==> src/rtl/bezier_path_flattener_unit_assert.svh <==
// assertion macros shared by the rtl
`ifndef BEZIER_PATH_FLATTENER_UNIT_ASSERT_SVH
`define BEZIER_PATH_FLATTENER_UNIT_ASSERT_SVH

// same-cycle implication
`define BPF_ASSERT_IMM(lbl, ante, cons, msg) \
    lbl: assert property (@(posedge i_clk) disable iff (!i_rst_n) (ante) |-> (cons)) \
        else $error(msg);

// next-cycle implication
`define BPF_ASSERT_NEXT(lbl, ante, cons, msg) \
    lbl: assert property (@(posedge i_clk) disable iff (!i_rst_n) (ante) |=> (cons)) \
        else $error(msg);

`endif

==> src/rtl/bpf_pkg.sv <==
`default_nettype none
package bpf_pkg;
    localparam int TYPE_W     = 3;
    localparam int TOL_W      = 23;
    localparam int DEPTH_W    = 3;
    localparam int SEG_W      = 16;
    localparam int CFG_IDX_W  = 2;
    localparam int CFG_DATA_W = 23;
    localparam int MUL_W      = 64;

    localparam logic [TYPE_W-1:0] REQ_MOVE  = 3'd0;
    localparam logic [TYPE_W-1:0] REQ_LINE  = 3'd1;
    localparam logic [TYPE_W-1:0] REQ_QUAD  = 3'd2;
    localparam logic [TYPE_W-1:0] REQ_CUBIC = 3'd3;
    localparam logic [TYPE_W-1:0] REQ_CLOSE = 3'd4;

    localparam logic [CFG_IDX_W-1:0] CFG_TOLERANCE    = 2'd0;
    localparam logic [CFG_IDX_W-1:0] CFG_MAX_DEPTH    = 2'd1;
    localparam logic [CFG_IDX_W-1:0] CFG_MAX_SEGMENTS = 2'd2;

    localparam logic [TOL_W-1:0]   TOL_RESET   = 23'd64;
    localparam logic [DEPTH_W-1:0] DEPTH_RESET = 3'd5;
    localparam logic [SEG_W-1:0]   SEG_RESET   = 16'hFFFF;

    typedef struct packed {
        logic             start;
        logic [MUL_W-1:0] a;
        logic [MUL_W-1:0] b;
    } t_mul_req;

    typedef struct packed {
        logic               done;
        logic [2*MUL_W-1:0] prod;
    } t_mul_rsp;
endpackage
`default_nettype wire

==> src/rtl/bpf_mul.sv <==
`default_nettype none
module bpf_mul (
    input  logic              i_clk,
    input  logic              i_rst_n,
    input  bpf_pkg::t_mul_req i_req,
    output bpf_pkg::t_mul_rsp o_rsp
);
    logic [bpf_pkg::MUL_W-1:0]   r_a;
    logic [bpf_pkg::MUL_W-1:0]   r_b;
    logic [bpf_pkg::MUL_W-1:0]   r_pp;
    logic [2*bpf_pkg::MUL_W-1:0] r_acc;
    logic                        r_busy;
    logic                        r_done;
    logic [2:0]                  r_cnt;

    logic [31:0]                 w_ap;
    logic [31:0]                 w_bp;
    logic [63:0]                 w_pp;
    logic [2*bpf_pkg::MUL_W-1:0] w_add;

    // partial order: lo*lo, lo*hi, hi*lo, hi*hi
    assign w_ap = r_cnt[1] ? r_a[63:32] : r_a[31:0];
    assign w_bp = r_cnt[0] ? r_b[63:32] : r_b[31:0];
    assign w_pp = w_ap * w_bp;

    always_comb begin
        unique case (r_cnt)
            3'd1:    w_add = {64'd0, r_pp};
            3'd2:    w_add = {32'd0, r_pp, 32'd0};
            3'd3:    w_add = {32'd0, r_pp, 32'd0};
            3'd4:    w_add = {r_pp, 64'd0};
            default: w_add = '0;
        endcase
    end

    always_ff @(posedge i_clk) begin
        if (!i_rst_n) begin
            r_busy <= 1'b0;
            r_done <= 1'b0;
            r_cnt  <= 3'd0;
        end else begin
            r_done <= 1'b0;
            if (i_req.start) begin
                r_busy <= 1'b1;
                r_cnt  <= 3'd0;
            end else if (r_busy) begin
                r_cnt <= r_cnt + 3'd1;
                if (r_cnt == 3'd4) begin
                    r_busy <= 1'b0;
                    r_done <= 1'b1;
                end
            end
        end
    end

    always_ff @(posedge i_clk) begin
        if (i_req.start) begin
            r_a   <= i_req.a;
            r_b   <= i_req.b;
            r_acc <= '0;
        end else if (r_busy) begin
            if (r_cnt != 3'd4) begin
                r_pp <= w_pp;
            end
            r_acc <= r_acc + w_add;
        end
    end

    assign o_rsp.done = r_done;
    assign o_rsp.prod = r_acc;
endmodule
`default_nettype wire

==> config.mk <==
export PLATFORM = sky130hd
export DESIGN_NAME = bpf_mul
export DESIGN_NICKNAME = d
export VERILOG_FILES = /design/src/rtl/bezier_path_flattener_unit_assert.svh /design/src/rtl/bpf_pkg.sv /design/src/rtl/bpf_mul.sv
export SDC_FILE = /design/constraint.sdc
export NUM_CORES = 2
export LEC_CHECK = 0
export BUFFER_PORTS_ARGS = -buffer_cell sky130_fd_sc_hd__buf_2
export CAP_MARGIN = 5
export CELL_PAD_IN_SITES_DETAIL_PLACEMENT = 0
export CELL_PAD_IN_SITES_GLOBAL_PLACEMENT = 1
export CORE_AREA = 5 5 348 350
export DETAILED_ROUTE_END_ITERATION = 7
export DIE_AREA = 0 0 353 355
export PLACE_DENSITY = 0.91
export SKIP_CTS_REPAIR_TIMING = 1
export SYNTH_ARGS = -nofsm -noshare
export SYNTH_HDL_FRONTEND = slang
export SYNTH_SLANG_ARGS = --single-unit
==> constraint.sdc <==
create_clock -name i_clk -period 9 [get_ports i_clk]
set_input_delay 0.45 -clock i_clk [delete_from_list [all_inputs] [get_ports i_clk]]
set_output_delay 0.45 -clock i_clk [all_outputs]
set_load 0.03 [all_outputs]
==> summary by stage <==
Logic synthesis
In the post-synthesis netlist, the cell with the most instances is inv_1. Among all flip-flop cells after synthesis, the most frequent one is edfxtp_1. The Yosys step of the flow raised 0 warnings. After synthesis, the netlist uses 80 different library cells. In the synthesized netlist the async set-or-reset flop fraction comes to 0%. The total nets after synthesis is roughly 7300. The synthesized design spends more area on one cell type than any other, namely fa_1.

The share of the yosys chip area belonging to registers is 16.0%. After synthesis, the most frequently instantiated cells are inv_1, fa_1, nor2_1. The share of the synthesized area in the top cell type is 34.2%.

The gate count of the mapped netlist is 5868. The mean instance size in the synthesized netlist is approximately 9.0 µm². The number of synthesized flops with an enable pin is 192. Ranked by total cell area, the synthesized netlist is headed by fa_1, edfxtp_1, ha_1. The cell area that synthesis handed to floorplanning was about 53000 µm².

The number of register bits inferred by synthesis is 325.

Route
The routed layout has ~44000 vias. The number of detailed-routing iterations run before antenna repair is 8. After detailed routing, the number of remaining DRC violations is 0. The number of nets still failing antenna checks after routing is 0. Using the TritonRoute via totals, the vias-per-cell ratio works out to a little under 6. The average wire per standard cell is about 25 µm.

For this block, the routed nets add up to slightly below 200000 µm of wire. The number of DRC markers after the initial detailed-route iteration is ~4400.

Timing
The final critical-path share of the clock period is a little under 100%. Measured against its own limit, the worst slew margin works out to a little over a quarter. The worst clock skew is roughly 27 ps. The total count of hold-check failures in the final report was 0.

At the pin with the least slew margin, the transition time is roughly 1100 ps. The max-slew violation total from the final report is 0. Setup repair after global routing left no endpoint under its margin. The final worst hold slack is ~3.4 ps.

Subtracting the final worst setup slack from the clock period gives slightly below 9000 ps. For this run, the top clock speed supported by timing is 114 MHz. The final number of setup-violating endpoints is 0.

Worst setup path
The worst-case reg-to-reg path depth is 28. The worst-path cell with the longest stage delay is mux2_2. The data required time of the critical path is between 9000 and 10000 ps.

The kind of launch point of the worst setup path is a flip-flop. By startpoint and endpoint, the worst setup path is classified as flip-flop to flip-flop. Together, buffers and inverters on the worst path number 5. In this design, the stage delay of the slowest critical-path cell is roughly 660 ps. Counting buffers and inverters, the worst setup path is 28 cells deep. The kind of cell adding the most delay to the critical path is adder cells. The cell that appears most often on the critical path is fa_1. The endpoint type of the worst setup path is a flip-flop. Of all nets on the critical path, the largest fanout is 14. The critical path data arrival time is between 9000 and 10000 ps.

Clock tree
Clock latency on the worst-skew pair, taken at its later pin, is 630 ps. Counting every sink on the clock net gives ~330. The maximum level of the CTS H-tree is 2. The deepest clock path buffer count is 3. The clock slew at the register clock pins of the worst setup and hold paths is roughly 60 ps. The cell sitting at the root of the clock tree is a clkbuf_16. TritonCTS built the clock tree. The number of buffers created by CTS is 39.

Global routing
For this run the aggregate overflow at the end of global routing stands at 0. Entering global routing, the biggest net connects 89 pins. The global-route usage over all layers is between 30% and 40%.

The via count of the first global-routing pass came to ~45000. The number of antenna violations at the first check in global routing is 6. The global-route wire length before repair is 287000 µm.

Floorplan
The placeable core region is 117000 µm². For this configuration, the core starts out at a cell density of ~45%. After floorplanning, the core was divided into ~130 placement rows.

The die height is 355 µm. From left edge to right edge, the die measures about 350 µm. The die covers 125000 µm². For this design the top-level I/O count stands at 260.

Cells and area
Summing all multi-input logic gate instances after layout gives around 40000 µm². Counting the fill cells in the layout gives about 11000. The finished cells cover roughly 58000 µm². The area growth from synthesis to layout is 10.9%. The fraction of final layout cells sized beyond drive strength 1 is between 10% and 20%. The final layout net count is 7511. Across the whole layout, storage elements account for 8440 µm².

Hold path
In this run the worst hold path is classified as primary input to flip-flop. The depth of the worst hold-timing path is 1.

Placement
Summing all placed instances gives a cell area of 56200 µm². The count of input and output buffers is 259. Summed over all nets, the half-perimeter wirelength after detailed placement is around 160000 µm. The final estimated routing congestion in global placement is ~1.0.

Run
The max capacitance violation total is 0.

Outcome
The flow ran to the end, and the final reports show no timing, DRC or antenna violations.
cell type report:
cell class / count / area share [%]
clock inverter: 20 / 0.453
multi-input combinational: 4317 / 68.3
inverter: 933 / 6.01
timing repair buffer: 472 / 5.72
sequential: 325 / 14.5
antenna: 3 / 0.0129
tap: 1536 / 3.30
clock buffer: 50 / 1.76
cells by family (layout without fill, tap and decap cells):
| group | count (synthesis) | in the layout | share of synthesized area, % |
|---|---|---|---|
| flip-flops | 325 | 325 | 16.0 |
| AO/OA/AOI/OAI | 858 | 858 | 10.5 |
| multiplexers | 198 | 198 | 3.92 |
| XOR/XNOR | 177 | 177 | 2.95 |
| buffers and inverters | 1226 | 1475 | 8.79 |
| adder cells (fa/ha/maj) | 1292 | 1292 | 43.6 |
| other | 0 | 3 | 0 |
| AND/OR/NAND/NOR | 1792 | 1792 | 14.3 |
state kept, by name, indices dropped and copies added, names as in the netlist:
signal,count
r_acc,128
r_a,64
r_b,64
r_pp,64
r_cnt,3
r_busy,1
r_done,1
worst register-to-register path, delay by kind of cell, from the launching register on:
family / cells / cell delay [ps]
adder cells (fa/ha/maj): 9 / 4470
multiplexers: 1 / 670
AO/OA/AOI/OAI: 11 / 2190
flip-flops: 1 / 520
XOR/XNOR: 1 / 90
AND/OR/NAND/NOR: 1 / 210
buffers and inverters: 5 / 330
per-layer routing:
| metal | vias to the layer above | track usage [%] | part of all wire, % |
|---|---|---|---|
| met1 | 21959 | 39.2 | 38 |
| met2 | 2717 | 46.2 | 43 |
| met3 | 579 | 9.76 | 13 |
| met4 | 4 | 14.7 | 6.3 |
| met5 | - | 0 | 0.015 |
| li1 | 19199 | - | - |
placed cells by master, fill, tap and decap left out, types with 65 or more instances in the layout:
master and count:
a21o_1 102, a21oi_1 263, a22o_1 65, buf_2 258, buf_4 127, dfxtp_1 130
edfxtp_1 192, fa_1 897, ha_1 395, inv_1 933, mux2i_1 84, nand2_1 654
nand4_1 73, nor2_1 821, o21ai_0 167, xnor2_1 112, xor2_1 65
stage by stage:
| stage | utilization, % | setup TNS, ps | setup slack [ps] | cells |
|---|---|---|---|---|
| global route | 49.6 | 0 | 1.93 | 7653 |
| CTS | 49.0 | -18.5 | -18.5 | 7583 |
| floorplan | - | 0 | 145 | 5868 |
| global placement | 47.9 | -26.9 | -26.9 | 7513 |
| detailed placement | 47.9 | -23.7 | -19.4 | 7513 |
| finish | 49.6 | 0 | 251 | 7656 |
final timing paths:
check	startpoint	end	slack, ps
hold reg to reg	r_acc[114]$_SDFFE_PP0P_	r_acc[114]$_SDFFE_PP0P_	470
setup reg to reg	r_cnt[1]$_SDFFE_PP0P_	r_pp[63]$_DFFE_PP_	250
setup / recovery	r_cnt[1]$_SDFFE_PP0P_	r_pp[63]$_DFFE_PP_	250
hold / removal	i_req[8]	r_b[8]$_DFFE_PP_	3
Power is not shown: default switching activity piles up to over one toggle a cycle in this logic, so the estimate is an artifact.
